### config.mk
export PLATFORM = sky130hd
export DESIGN_NAME = tag_group_table_with_id_pool
export DESIGN_NICKNAME = d
export VERILOG_FILES = /design/src/hw/rtl/tgtab_pkg.sv /design/src/hw/rtl/tgtab_ram.sv /design/src/hw/rtl/tag_group_table_with_id_pool.sv
export VERILOG_INCLUDE_DIRS = /design/src /design/src/hw/rtl
export SDC_FILE = /design/constraint.sdc
export NUM_CORES = 1
export LEC_CHECK = 0
export ABC_AREA = 1
export CAP_MARGIN = 20
export CORE_MARGIN = 4
export CORE_UTILIZATION = 50
export DETAILED_ROUTE_END_ITERATION = 8
export DONT_BUFFER_PORTS = 1
export GPL_TIMING_DRIVEN = 0
export PLACE_DENSITY_LB_ADDON = 0.12
export SKIP_CTS_REPAIR_TIMING = 1
export SYNTH_ARGS = -nofsm -noshare
export SYNTH_HDL_FRONTEND = slang
export SYNTH_SLANG_ARGS = --single-unit
export TNS_END_PERCENT = 20
### constraint.sdc
create_clock -name clk -period 8.3 [get_ports clk]
set_input_delay 1.66 -clock clk [delete_from_list [all_inputs] [get_ports clk]]
set_output_delay 1.66 -clock clk [all_outputs]
set_load 0.05 [all_outputs]
### src/hw/rtl/tag_group_table_with_id_pool_assert.svh
// Assertion macros for the tag group table
`ifndef TAG_GROUP_TABLE_WITH_ID_POOL_ASSERT_SVH
`define TAG_GROUP_TABLE_WITH_ID_POOL_ASSERT_SVH

// condition holds in the same cycle
`define TGTAB_ASSERT_NOW(lbl, pre, post, msg) \
  lbl: assert property (@(posedge clk) disable iff (rst) (pre) |-> (post)) else $error(msg);

// condition holds in the following cycle
`define TGTAB_ASSERT_NEXT(lbl, pre, post, msg) \
  lbl: assert property (@(posedge clk) disable iff (rst) (pre) |=> (post)) else $error(msg);

`endif

### src/hw/rtl/tgtab_pkg.sv
package tgtab_pkg;

  localparam int MAX_GROUPS_DEF  = 8;
  localparam int MAX_MEMBERS_DEF = 8;
  localparam int NUM_IDS_DEF     = 16;
  localparam int NUM_SECTORS_DEF = 32;

  localparam int SEC_W = 5;
  localparam int TAG_W = 8;

  typedef enum logic [2:0] {
    CMD_ADD     = 3'd0,
    CMD_DROP    = 3'd1,
    CMD_BEGIN   = 3'd2,
    CMD_PRESENT = 3'd3,
    CMD_END     = 3'd4,
    CMD_CLEAR   = 3'd5,
    CMD_READ    = 3'd6,
    CMD_NOP     = 3'd7
  } cmd_t;

  localparam logic [1:0] ST_OK          = 2'd0;
  localparam logic [1:0] ST_MEMBER      = 2'd1;
  localparam logic [1:0] ST_GROUP_FULL  = 2'd2;
  localparam logic [1:0] ST_TABLE_FULL  = 2'd3;

  typedef struct packed {
    cmd_t             cmd;
    logic [SEC_W-1:0] sector_id;
    logic [TAG_W-1:0] tag;
    logic             in_active_set;
    logic [2:0]       group_index;
  } in_t;

  typedef struct packed {
    logic [1:0] status;
    logic       valid_res;
    logic [4:0] group_id;
    logic [3:0] group_count;
    logic [3:0] group_size;
  } out_t;

  typedef enum logic [3:0] {
    S_IDLE,
    S_ADD_TAG,
    S_GRP,
    S_MEM_RD,
    S_MEM_CMP,
    S_HIT,
    S_REM_WR,
    S_FREE_CHK,
    S_FREE_RD,
    S_FREE_WR,
    S_FREE_MV,
    S_END_HOLD,
    S_END_CMP,
    S_CLR,
    S_READ,
    S_DONE
  } state_t;

endpackage

### src/hw/rtl/tgtab_ram.sv
module tgtab_ram #(
  parameter int WIDTH = 5,
  parameter int DEPTH = 64,
  localparam int AW = (DEPTH > 1) ? $clog2(DEPTH) : 1
) (
  input  logic             clk,
  input  logic             we,
  input  logic [AW-1:0]    waddr,
  input  logic [WIDTH-1:0] wdata,
  input  logic [AW-1:0]    raddr,
  output logic [WIDTH-1:0] rdata
);

  logic [WIDTH-1:0] mem [DEPTH];

  always_ff @(posedge clk) begin
    if (we) begin
      mem[waddr] <= wdata;
    end
    rdata <= mem[raddr];
  end

endmodule

### src/hw/rtl/tag_group_table_with_id_pool.sv
// channel | signals                              | transaction
// cmd     | cmd_valid, cmd_ready, cmd_item (in_t)  | one command
// rsp     | rsp_valid, rsp_ready, rsp_item (out_t) | one result per command
// One command at a time; cmd_ready is high only while the sequencer is idle.
// Begin and no-op go straight to the result, and read looks up one group first;
// add, present and drop step through the groups and compare each member (one RAM
// read each), and drop also moves each member when a freed slot takes the last group.
// End update compares every pair of tags, one pair per cycle.
// Reset (rst, synchronous) refills the ID pool and empties the table at once.
// A waiting result holds in its register; the next command is still taken,
// and its own result stalls until the waiting one has gone.
`include "tag_group_table_with_id_pool_assert.svh"

module tag_group_table_with_id_pool #(
  parameter int MAX_GROUPS  = tgtab_pkg::MAX_GROUPS_DEF,
  parameter int MAX_MEMBERS = tgtab_pkg::MAX_MEMBERS_DEF,
  parameter int NUM_IDS     = tgtab_pkg::NUM_IDS_DEF,
  parameter int NUM_SECTORS = tgtab_pkg::NUM_SECTORS_DEF
) (
  input  logic            clk,
  input  logic            rst,
  input  logic            cmd_valid,
  output logic            cmd_ready,
  input  tgtab_pkg::in_t  cmd_item,
  output logic            rsp_valid,
  input  logic            rsp_ready,
  output tgtab_pkg::out_t rsp_item
);

  localparam int GW    = (MAX_GROUPS > 1) ? $clog2(MAX_GROUPS) : 1;
  localparam int GCW   = $clog2(MAX_GROUPS + 1);
  localparam int MCW   = $clog2(MAX_MEMBERS + 1);
  localparam int IW    = $clog2(NUM_IDS + 1);
  localparam int PW    = (NUM_IDS > 1) ? $clog2(NUM_IDS) : 1;
  localparam int DEPTH = MAX_GROUPS * MAX_MEMBERS;
  localparam int AW    = (DEPTH > 1) ? $clog2(DEPTH) : 1;
  localparam int SW    = tgtab_pkg::SEC_W;
  localparam int TW    = tgtab_pkg::TAG_W;

  tgtab_pkg::state_t state, state_next;
  tgtab_pkg::in_t    item;

  logic [TW-1:0]  tag_r   [MAX_GROUPS];
  logic [IW-1:0]  ident_r [MAX_GROUPS];
  logic           seen_r  [MAX_GROUPS];
  logic [MCW-1:0] cnt_r   [MAX_GROUPS];
  logic [IW-1:0]  pool    [NUM_IDS];
  logic [GCW-1:0] used;
  logic [PW-1:0]  take_idx, ret_idx;
  logic           update_ok;

  logic [GCW-1:0] gi, ei, fi;
  logic [MCW-1:0] mi;
  logic [TW-1:0]  hold;
  logic           hit;
  logic [1:0]     r_status;
  logic           r_valid;
  logic [4:0]     r_gid;
  logic [3:0]     r_size;

  logic [GW-1:0]  rsel;
  logic [TW-1:0]  tag_s;
  logic [IW-1:0]  ident_s;
  logic           seen_s;
  logic [MCW-1:0] cnt_s;
  logic [TW-1:0]  cmp_a, cmp_b;
  logic           eq;
  logic           ram_we;
  logic [AW-1:0]  ram_waddr, ram_raddr;
  logic [SW-1:0]  ram_wdata, ram_rdata;

  logic [GCW-1:0] last;
  logic [GCW-1:0] fim1;
  logic           sec_ok;
  logic           is_add, is_drop, removing, rsp_free;

  function automatic logic [AW-1:0] maddr(input logic [GCW-1:0] g, input logic [MCW-1:0] m);
    return AW'(g * MAX_MEMBERS + m);
  endfunction

  function automatic logic [PW-1:0] pnext(input logic [PW-1:0] p);
    return (p == PW'(NUM_IDS - 1)) ? '0 : p + 1'b1;
  endfunction

  assign tag_s    = tag_r[rsel];
  assign ident_s  = ident_r[rsel];
  assign seen_s   = seen_r[rsel];
  assign cnt_s    = cnt_r[rsel];
  assign eq       = (cmp_a == cmp_b);
  assign last     = used - 1'b1;
  assign fim1     = fi - 1'b1;
  assign sec_ok   = (32'(cmd_item.sector_id) < NUM_SECTORS);
  assign is_add   = (item.cmd == tgtab_pkg::CMD_ADD);
  assign is_drop  = (item.cmd == tgtab_pkg::CMD_DROP);
  assign removing = is_drop || !item.in_active_set;
  assign rsp_free = !rsp_valid || rsp_ready;

  tgtab_ram #(.WIDTH(SW), .DEPTH(DEPTH)) u_members (
    .clk   (clk),
    .we    (ram_we),
    .waddr (ram_waddr),
    .wdata (ram_wdata),
    .raddr (ram_raddr),
    .rdata (ram_rdata)
  );

  always_comb begin
    state_next = state;
    case (state)
      tgtab_pkg::S_IDLE: begin
        if (cmd_valid) begin
          case (cmd_item.cmd)
            tgtab_pkg::CMD_ADD:     state_next = sec_ok ? tgtab_pkg::S_ADD_TAG : tgtab_pkg::S_DONE;
            tgtab_pkg::CMD_DROP,
            tgtab_pkg::CMD_PRESENT: state_next = sec_ok ? tgtab_pkg::S_GRP : tgtab_pkg::S_DONE;
            tgtab_pkg::CMD_END:     state_next = tgtab_pkg::S_END_HOLD;
            tgtab_pkg::CMD_CLEAR:   state_next = tgtab_pkg::S_CLR;
            tgtab_pkg::CMD_READ:    state_next = tgtab_pkg::S_READ;
            default:                state_next = tgtab_pkg::S_DONE;
          endcase
        end
      end
      tgtab_pkg::S_ADD_TAG: begin
        if (gi == used) state_next = tgtab_pkg::S_DONE;
        else if (eq) state_next = tgtab_pkg::S_MEM_RD;
      end
      tgtab_pkg::S_GRP: begin
        if (gi == used) state_next = is_drop ? tgtab_pkg::S_FREE_CHK : tgtab_pkg::S_DONE;
        else state_next = tgtab_pkg::S_MEM_RD;
      end
      tgtab_pkg::S_MEM_RD: begin
        if (mi != cnt_s) state_next = tgtab_pkg::S_MEM_CMP;
        else if (is_add) state_next = tgtab_pkg::S_DONE;
        else state_next = tgtab_pkg::S_GRP;
      end
      tgtab_pkg::S_MEM_CMP: begin
        if (!eq) state_next = tgtab_pkg::S_MEM_RD;
        else if (is_add) state_next = tgtab_pkg::S_DONE;
        else state_next = tgtab_pkg::S_HIT;
      end
      tgtab_pkg::S_HIT:      state_next = removing ? tgtab_pkg::S_REM_WR : tgtab_pkg::S_GRP;
      tgtab_pkg::S_REM_WR:   state_next = tgtab_pkg::S_GRP;
      tgtab_pkg::S_FREE_CHK: begin
        if (fi == '0) state_next = tgtab_pkg::S_DONE;
        else if (cnt_s == '0) state_next = tgtab_pkg::S_FREE_RD;
      end
      tgtab_pkg::S_FREE_RD:  state_next = (mi != cnt_s) ? tgtab_pkg::S_FREE_WR : tgtab_pkg::S_FREE_MV;
      tgtab_pkg::S_FREE_WR:  state_next = tgtab_pkg::S_FREE_RD;
      tgtab_pkg::S_FREE_MV:  state_next = tgtab_pkg::S_FREE_CHK;
      tgtab_pkg::S_END_HOLD: state_next = (gi == used) ? tgtab_pkg::S_DONE : tgtab_pkg::S_END_CMP;
      tgtab_pkg::S_END_CMP:  if (ei == used) state_next = tgtab_pkg::S_END_HOLD;
      tgtab_pkg::S_CLR:      if (gi == used) state_next = tgtab_pkg::S_DONE;
      tgtab_pkg::S_READ:     state_next = tgtab_pkg::S_DONE;
      tgtab_pkg::S_DONE:     if (rsp_free) state_next = tgtab_pkg::S_IDLE;
      default:               state_next = tgtab_pkg::S_IDLE;
    endcase
  end

  always_comb begin
    cmd_ready = 1'b0;
    rsel      = gi[GW-1:0];
    cmp_a     = tag_s;
    cmp_b     = item.tag;
    ram_we    = 1'b0;
    ram_waddr = maddr(gi, mi);
    ram_wdata = item.sector_id;
    ram_raddr = maddr(gi, mi);
    case (state)
      tgtab_pkg::S_IDLE: cmd_ready = 1'b1;
      tgtab_pkg::S_ADD_TAG: begin
        if (gi == used && 32'(used) < MAX_GROUPS) begin
          ram_we    = 1'b1;
          ram_waddr = maddr(used, '0);
        end
      end
      tgtab_pkg::S_MEM_RD: begin
        if (mi == cnt_s && is_add && 32'(cnt_s) < MAX_MEMBERS) begin
          ram_we    = 1'b1;
          ram_waddr = maddr(gi, cnt_s);
        end
      end
      tgtab_pkg::S_MEM_CMP: begin
        cmp_a = TW'(ram_rdata);
        cmp_b = TW'(item.sector_id);
      end
      tgtab_pkg::S_HIT: ram_raddr = maddr(gi, cnt_s - 1'b1);
      tgtab_pkg::S_REM_WR: begin
        ram_we    = 1'b1;
        ram_wdata = ram_rdata;
      end
      tgtab_pkg::S_FREE_CHK: rsel = fim1[GW-1:0];
      tgtab_pkg::S_FREE_RD: begin
        rsel      = last[GW-1:0];
        ram_raddr = maddr(last, mi);
      end
      tgtab_pkg::S_FREE_WR: begin
        ram_we    = 1'b1;
        ram_waddr = maddr(fi, mi);
        ram_wdata = ram_rdata;
      end
      tgtab_pkg::S_FREE_MV: rsel = last[GW-1:0];
      tgtab_pkg::S_END_CMP: begin
        rsel  = ei[GW-1:0];
        cmp_a = hold;
        cmp_b = tag_s;
      end
      tgtab_pkg::S_READ: rsel = GW'(item.group_index);
      default: ;
    endcase
  end

  always_ff @(posedge clk) begin
    if (rst) state <= tgtab_pkg::S_IDLE;
    else state <= state_next;
  end

  always_ff @(posedge clk) begin
    if (rst) begin
      used      <= '0;
      take_idx  <= '0;
      ret_idx   <= '0;
      update_ok <= 1'b1;
      rsp_valid <= 1'b0;
      for (int i = 0; i < MAX_GROUPS; i++) begin
        seen_r[i] <= 1'b0;
        cnt_r[i]  <= '0;
      end
      for (int i = 0; i < NUM_IDS; i++) pool[i] <= IW'(i + 1);
    end else begin
      if (rsp_valid && rsp_ready && state != tgtab_pkg::S_DONE) rsp_valid <= 1'b0;
      case (state)
        tgtab_pkg::S_IDLE: begin
          if (cmd_valid) begin
            item     <= cmd_item;
            gi       <= '0;
            mi       <= '0;
            hit      <= 1'b0;
            r_status <= tgtab_pkg::ST_OK;
            r_valid  <= 1'b0;
            r_gid    <= '0;
            r_size   <= '0;
            if (cmd_item.cmd == tgtab_pkg::CMD_BEGIN) begin
              update_ok <= 1'b1;
              for (int i = 0; i < MAX_GROUPS; i++) seen_r[i] <= 1'b0;
            end
          end
        end
        tgtab_pkg::S_ADD_TAG: begin
          if (gi == used) begin
            if (32'(used) >= MAX_GROUPS) begin
              r_status <= tgtab_pkg::ST_TABLE_FULL;
            end else begin
              tag_r[used[GW-1:0]]   <= item.tag;
              ident_r[used[GW-1:0]] <= pool[take_idx];
              seen_r[used[GW-1:0]]  <= 1'b0;
              cnt_r[used[GW-1:0]]   <= MCW'(1);
              used                  <= used + 1'b1;
              take_idx              <= pnext(take_idx);
              r_gid                 <= 5'(pool[take_idx]);
              r_size                <= 4'd1;
            end
          end else if (eq) begin
            r_gid <= 5'(ident_s);
            mi    <= '0;
          end else begin
            gi <= gi + 1'b1;
          end
        end
        tgtab_pkg::S_GRP: mi <= '0;
        tgtab_pkg::S_MEM_RD: begin
          if (mi == cnt_s) begin
            if (is_add) begin
              if (32'(cnt_s) >= MAX_MEMBERS) begin
                r_status <= tgtab_pkg::ST_GROUP_FULL;
                r_size   <= 4'(cnt_s);
              end else begin
                cnt_r[rsel] <= cnt_s + 1'b1;
                r_size      <= 4'(cnt_s + 1'b1);
              end
            end else begin
              gi <= gi + 1'b1;
            end
          end
        end
        tgtab_pkg::S_MEM_CMP: begin
          if (!eq) mi <= mi + 1'b1;
          else if (is_add) begin
            r_status <= tgtab_pkg::ST_MEMBER;
            r_size   <= 4'(cnt_r[gi[GW-1:0]]);
          end
        end
        tgtab_pkg::S_HIT: begin
          if (!removing) begin
            if (!seen_s) begin
              tag_r[rsel]  <= item.tag;
              seen_r[rsel] <= 1'b1;
            end else if (!eq) begin
              update_ok <= 1'b0;
            end
            if (!hit) begin
              hit    <= 1'b1;
              r_size <= 4'(cnt_s);
              r_gid  <= 5'(ident_s);
            end
            gi <= gi + 1'b1;
          end
        end
        tgtab_pkg::S_REM_WR: begin
          cnt_r[rsel] <= cnt_s - 1'b1;
          if (!hit) begin
            hit    <= 1'b1;
            r_size <= 4'(cnt_s - 1'b1);
            if (!is_drop) r_gid <= 5'(ident_s);
          end
          gi <= gi + 1'b1;
          if (state_next == tgtab_pkg::S_GRP && is_drop) fi <= used;
        end
        tgtab_pkg::S_FREE_CHK: begin
          if (fi != '0) begin
            fi <= fim1;
            mi <= '0;
            if (cnt_s == '0) begin
              pool[ret_idx] <= ident_s;
              ret_idx       <= pnext(ret_idx);
            end
          end
        end
        tgtab_pkg::S_FREE_WR: mi <= mi + 1'b1;
        tgtab_pkg::S_FREE_MV: begin
          if (fi != last) begin
            tag_r[fi[GW-1:0]]   <= tag_s;
            ident_r[fi[GW-1:0]] <= ident_s;
            seen_r[fi[GW-1:0]]  <= seen_s;
            cnt_r[fi[GW-1:0]]   <= cnt_s;
          end
          cnt_r[rsel]  <= '0;
          seen_r[rsel] <= 1'b0;
          used         <= last;
        end
        tgtab_pkg::S_END_HOLD: begin
          if (gi == used) r_valid <= update_ok;
          else begin
            hold <= tag_s;
            ei   <= gi + 1'b1;
          end
        end
        tgtab_pkg::S_END_CMP: begin
          if (ei == used) gi <= gi + 1'b1;
          else begin
            if (eq) update_ok <= 1'b0;
            ei <= ei + 1'b1;
          end
        end
        tgtab_pkg::S_CLR: begin
          if (gi == used) begin
            used <= '0;
            for (int i = 0; i < MAX_GROUPS; i++) begin
              seen_r[i] <= 1'b0;
              cnt_r[i]  <= '0;
            end
          end else begin
            pool[ret_idx] <= ident_s;
            ret_idx       <= pnext(ret_idx);
            gi            <= gi + 1'b1;
          end
        end
        tgtab_pkg::S_READ: begin
          if (32'(item.group_index) < 32'(used) && 32'(item.group_index) < MAX_GROUPS) begin
            r_gid  <= 5'(ident_s);
            r_size <= 4'(cnt_s);
          end
        end
        tgtab_pkg::S_DONE: begin
          if (rsp_free) begin
            rsp_valid            <= 1'b1;
            rsp_item.status      <= r_status;
            rsp_item.valid_res   <= r_valid;
            rsp_item.group_id    <= r_gid;
            rsp_item.group_count <= 4'(used);
            rsp_item.group_size  <= r_size;
          end
        end
        default: ;
      endcase
      if (state == tgtab_pkg::S_GRP && gi == used) fi <= used;
    end
  end

  `TGTAB_ASSERT_NOW(a_used_bound, 1'b1, 32'(used) <= MAX_GROUPS, "group count beyond table size")
  `TGTAB_ASSERT_NEXT(a_busy_after_accept, cmd_valid && cmd_ready, !cmd_ready, "command taken while busy")
  `TGTAB_ASSERT_NOW(a_pool_idx, 1'b1, 32'(take_idx) < NUM_IDS && 32'(ret_idx) < NUM_IDS, "pool index out of range")

endmodule

==> flow_metrics.tcl <==
set metrics [dict create \
    synth_nets 3171 \
    clock_sinks 647 \
    synth.distinct_cells 58 \
    synth_edf_count 617 \
    finalClockSkew_ps 17.9 \
    syn_area_per_cell_sq_um 9.92 \
    area_growth_pct 11.9 \
    drtPass1Iterations 7 \
    post-place-ws_ps 2080 \
    cts_buffer_depth 3 \
    portBuffers 0 \
    root_buffer "clkbuf_16" \
    ioPinCount 42 \
    synth_top_area_frac 0.598 \
    fin_hold_ws_ps 419 \
    path_max_fanout 10 \
    cts.clk_slew.worst_paths_ps 60 \
    yosysSeqAreaShare 0.618 \
    finalCritPeriodShare 0.765 \
    setup_viol 0 \
    synth-async-reset-ratio 0 \
    dieWidth_microns 257 \
    layout.cells.non_filler 4055 \
    dp_hpwl_microns 68300 \
    placed_cells 3920 \
    clk_latency_ps 620 \
    placementRows 90 \
    synthTopCellsByCount "nand2_1, edfxtp_1, inv_1, nand3_1, nor2_1" \
    min_period_ps 6350 \
    vias_per_cell 5.71 \
    synth_area_sq_um 31000 \
    grt_pass1_wl_microns 137000 \
    ys_ff_latch 647 \
    synth_area_leaders "edfxtp_1, nand2_1, nand3_1" \
    cts_buffers 72 \
    cts_tree "yes" \
    max-slew-margin-rel 0.281 \
    end_kind "flop" \
    netlist_instances 3122 \
    first_iter_violations 2516 \
    yosysTopAreaCell "edfxtp_1" \
    drv_cap 0 \
    cp.required_ps 8840 \
    wire_per_inst_microns 22.9 \
    dieArea_sq_um 66000 \
    max_freq_mhz 158 \
    crit_arrival_ps 6880 \
    worst-setup-path-type "flop to flop" \
    grt_usage 0.275 \
    gp_congestion 0.962 \
    grt.overflow.total 0 \
    leakage_nw 13.0 \
    status "finished clean" \
    hold_path_class "flop to flop" \
    r2r_slack_ps 1950 \
    total_power_mw 13.2 \
    finalSetupTns_ps 0 \
    grt_max_degree 34 \
    powerDensity_nw_per_um2 380 \
    die_y_microns 257 \
    antenna_found_initial 1 \
    max-vdd-ir-drop_mv 0.202 \
    core_sq_um 60800 \
    start_util 0.509 \
    wirelength_microns 92700 \
    start_kind "flop" \
    htreeDepth 3 \
    routed-via-count 23200 \
    finalWorstSetupSlack_ps 1950 \
    yosysMostFrequentCell "nand2_1" \
    grt_pass1_vias 22400 \
    hold_violations 0 \
    drv_slew 0 \
    layout.nets 3261 \
    ant_nets 0 \
    drc 0 \
    tightest_slew_ps 1070 \
    drive_gt1_frac 0.0819 \
    rsz0062_at_grt "no" \
    yosysWarnings 0 \
    synth_top_flop_cell "edfxtp_1" \
]
[logic make-up (layout without fill, tap and decap cells)]
kind of cell | after synthesis | in the layout | share of synthesized area
AO/OA/AOI/OAI | 509 | 509 | 0.0986
adder cells (fa/ha/maj) | 25 | 25 | 0.0101
XOR/XNOR | 27 | 27 | 0.00764
AND/OR/NAND/NOR | 1380 | 1380 | 0.193
buffers and inverters | 513 | 663 | 0.0654
flip-flops | 647 | 647 | 0.618
other | 0 | 1 | 0
multiplexers | 21 | 21 | 0.00719
[layer usage]
metal	vias to the layer above	track usage	wire [microns]
li1	10900	-	-
met1	11000	0.362	38000
met4	0	0.104	3700
met5	-	0	0
met2	995	0.462	44400
met3	211	0.0465	6680
[layout by cell type, fill, tap and decap left out, drive strengths merged, types with 2 or more instances in the layout]
master,netlist,layout
clkbuf,88,183
nand3b,3,3
nor4,5,5
bufinv,0,6
o21bai,4,4
nand4,12,12
clkinv,5,28
nand3,308,308
o211ai,143,143
xor2,20,20
o2111ai,4,4
o21a,2,2
nor3,37,37
nand2,703,703
a221oi,4,4
dfxtp,30,30
a211oi,7,7
ha,25,25
inv,364,369
nor2,295,295
xnor2,7,7
clkinvlp,0,5
or2,15,15
edfxtp,617,617
a31oi,9,9
mux2i,21,21
o21ai,194,194
a21oi,121,121
buf,56,72
o22ai,14,14
[stage by stage]
stage | instance area [sq um] | utilization
floorplan | 31000 | -
global placement | 32000 | 0.525
detailed placement | 32300 | 0.531
CTS | 34700 | 0.570
global route | 34700 | 0.570
finish | 34700 | 0.570
[power by group]
group	internal (mW)	leakage, nW	switching (mW)
Sequential	3.94	5.85	0.111
Combinational	1.51	6.01	4.41
Clock	1.86	1.14	1.32
[area by class of cell]
type	instances	area [sq um]
multi-input combinational	1962	9880
tap	782	978
buffer	144	642
clock buffer	95	1950
fill	5241	26100
inverter	369	1390
clock inverter	39	408
antenna	1	2.50
sequential	647	19100
timing repair buffer	16	284
[worst paths after layout]
check | startpoint | end | cells after the start
min reg2reg | r_size[2]$_DFFE_PP_ | rsp_item[2]$_DFFE_PP_ | 0
max | used[1]$_SDFFE_PP0P_ | u_members.rdata[2]$_DFF_P_ | 25
min | r_size[2]$_DFFE_PP_ | rsp_item[2]$_DFFE_PP_ | 0
max reg2reg | used[1]$_SDFFE_PP0P_ | u_members.rdata[2]$_DFF_P_ | 25
[state kept, by name (all words and copies together) (netlist names), 5 cells and up, named ones only]
name and flops:
tag_r 64, u_members.rdata 5, item 20, ident_r 40
r_gid 5, rsp_item 16, cnt_r 32, hold 8
u_members.mem 320, seen_r 8, pool 80
[worst max-delay path, cell delays in order (launching register included)]
cell and delay [ps]:
dfxtp_1 350, clkbuf_1 510, inv_1 390, ha_1 390
inv_1 210, nand3_1 150, nand2_1 150, nor2_1 70
a21oi_1 190, buf_2 310, o211ai_1 140, nand3_1 220
nand2_2 130, ha_1 400, nor2_1 140, a21oi_1 70
buf_6 180, inv_2 130, clkbuf_1 500, clkbuf_1 630
nand2_1 130, nand3_1 120, nand3_1 120, nand3_1 240
nand3_1 180, nand2_1 180
Note: power is estimated with default switching activity, not from simulation.
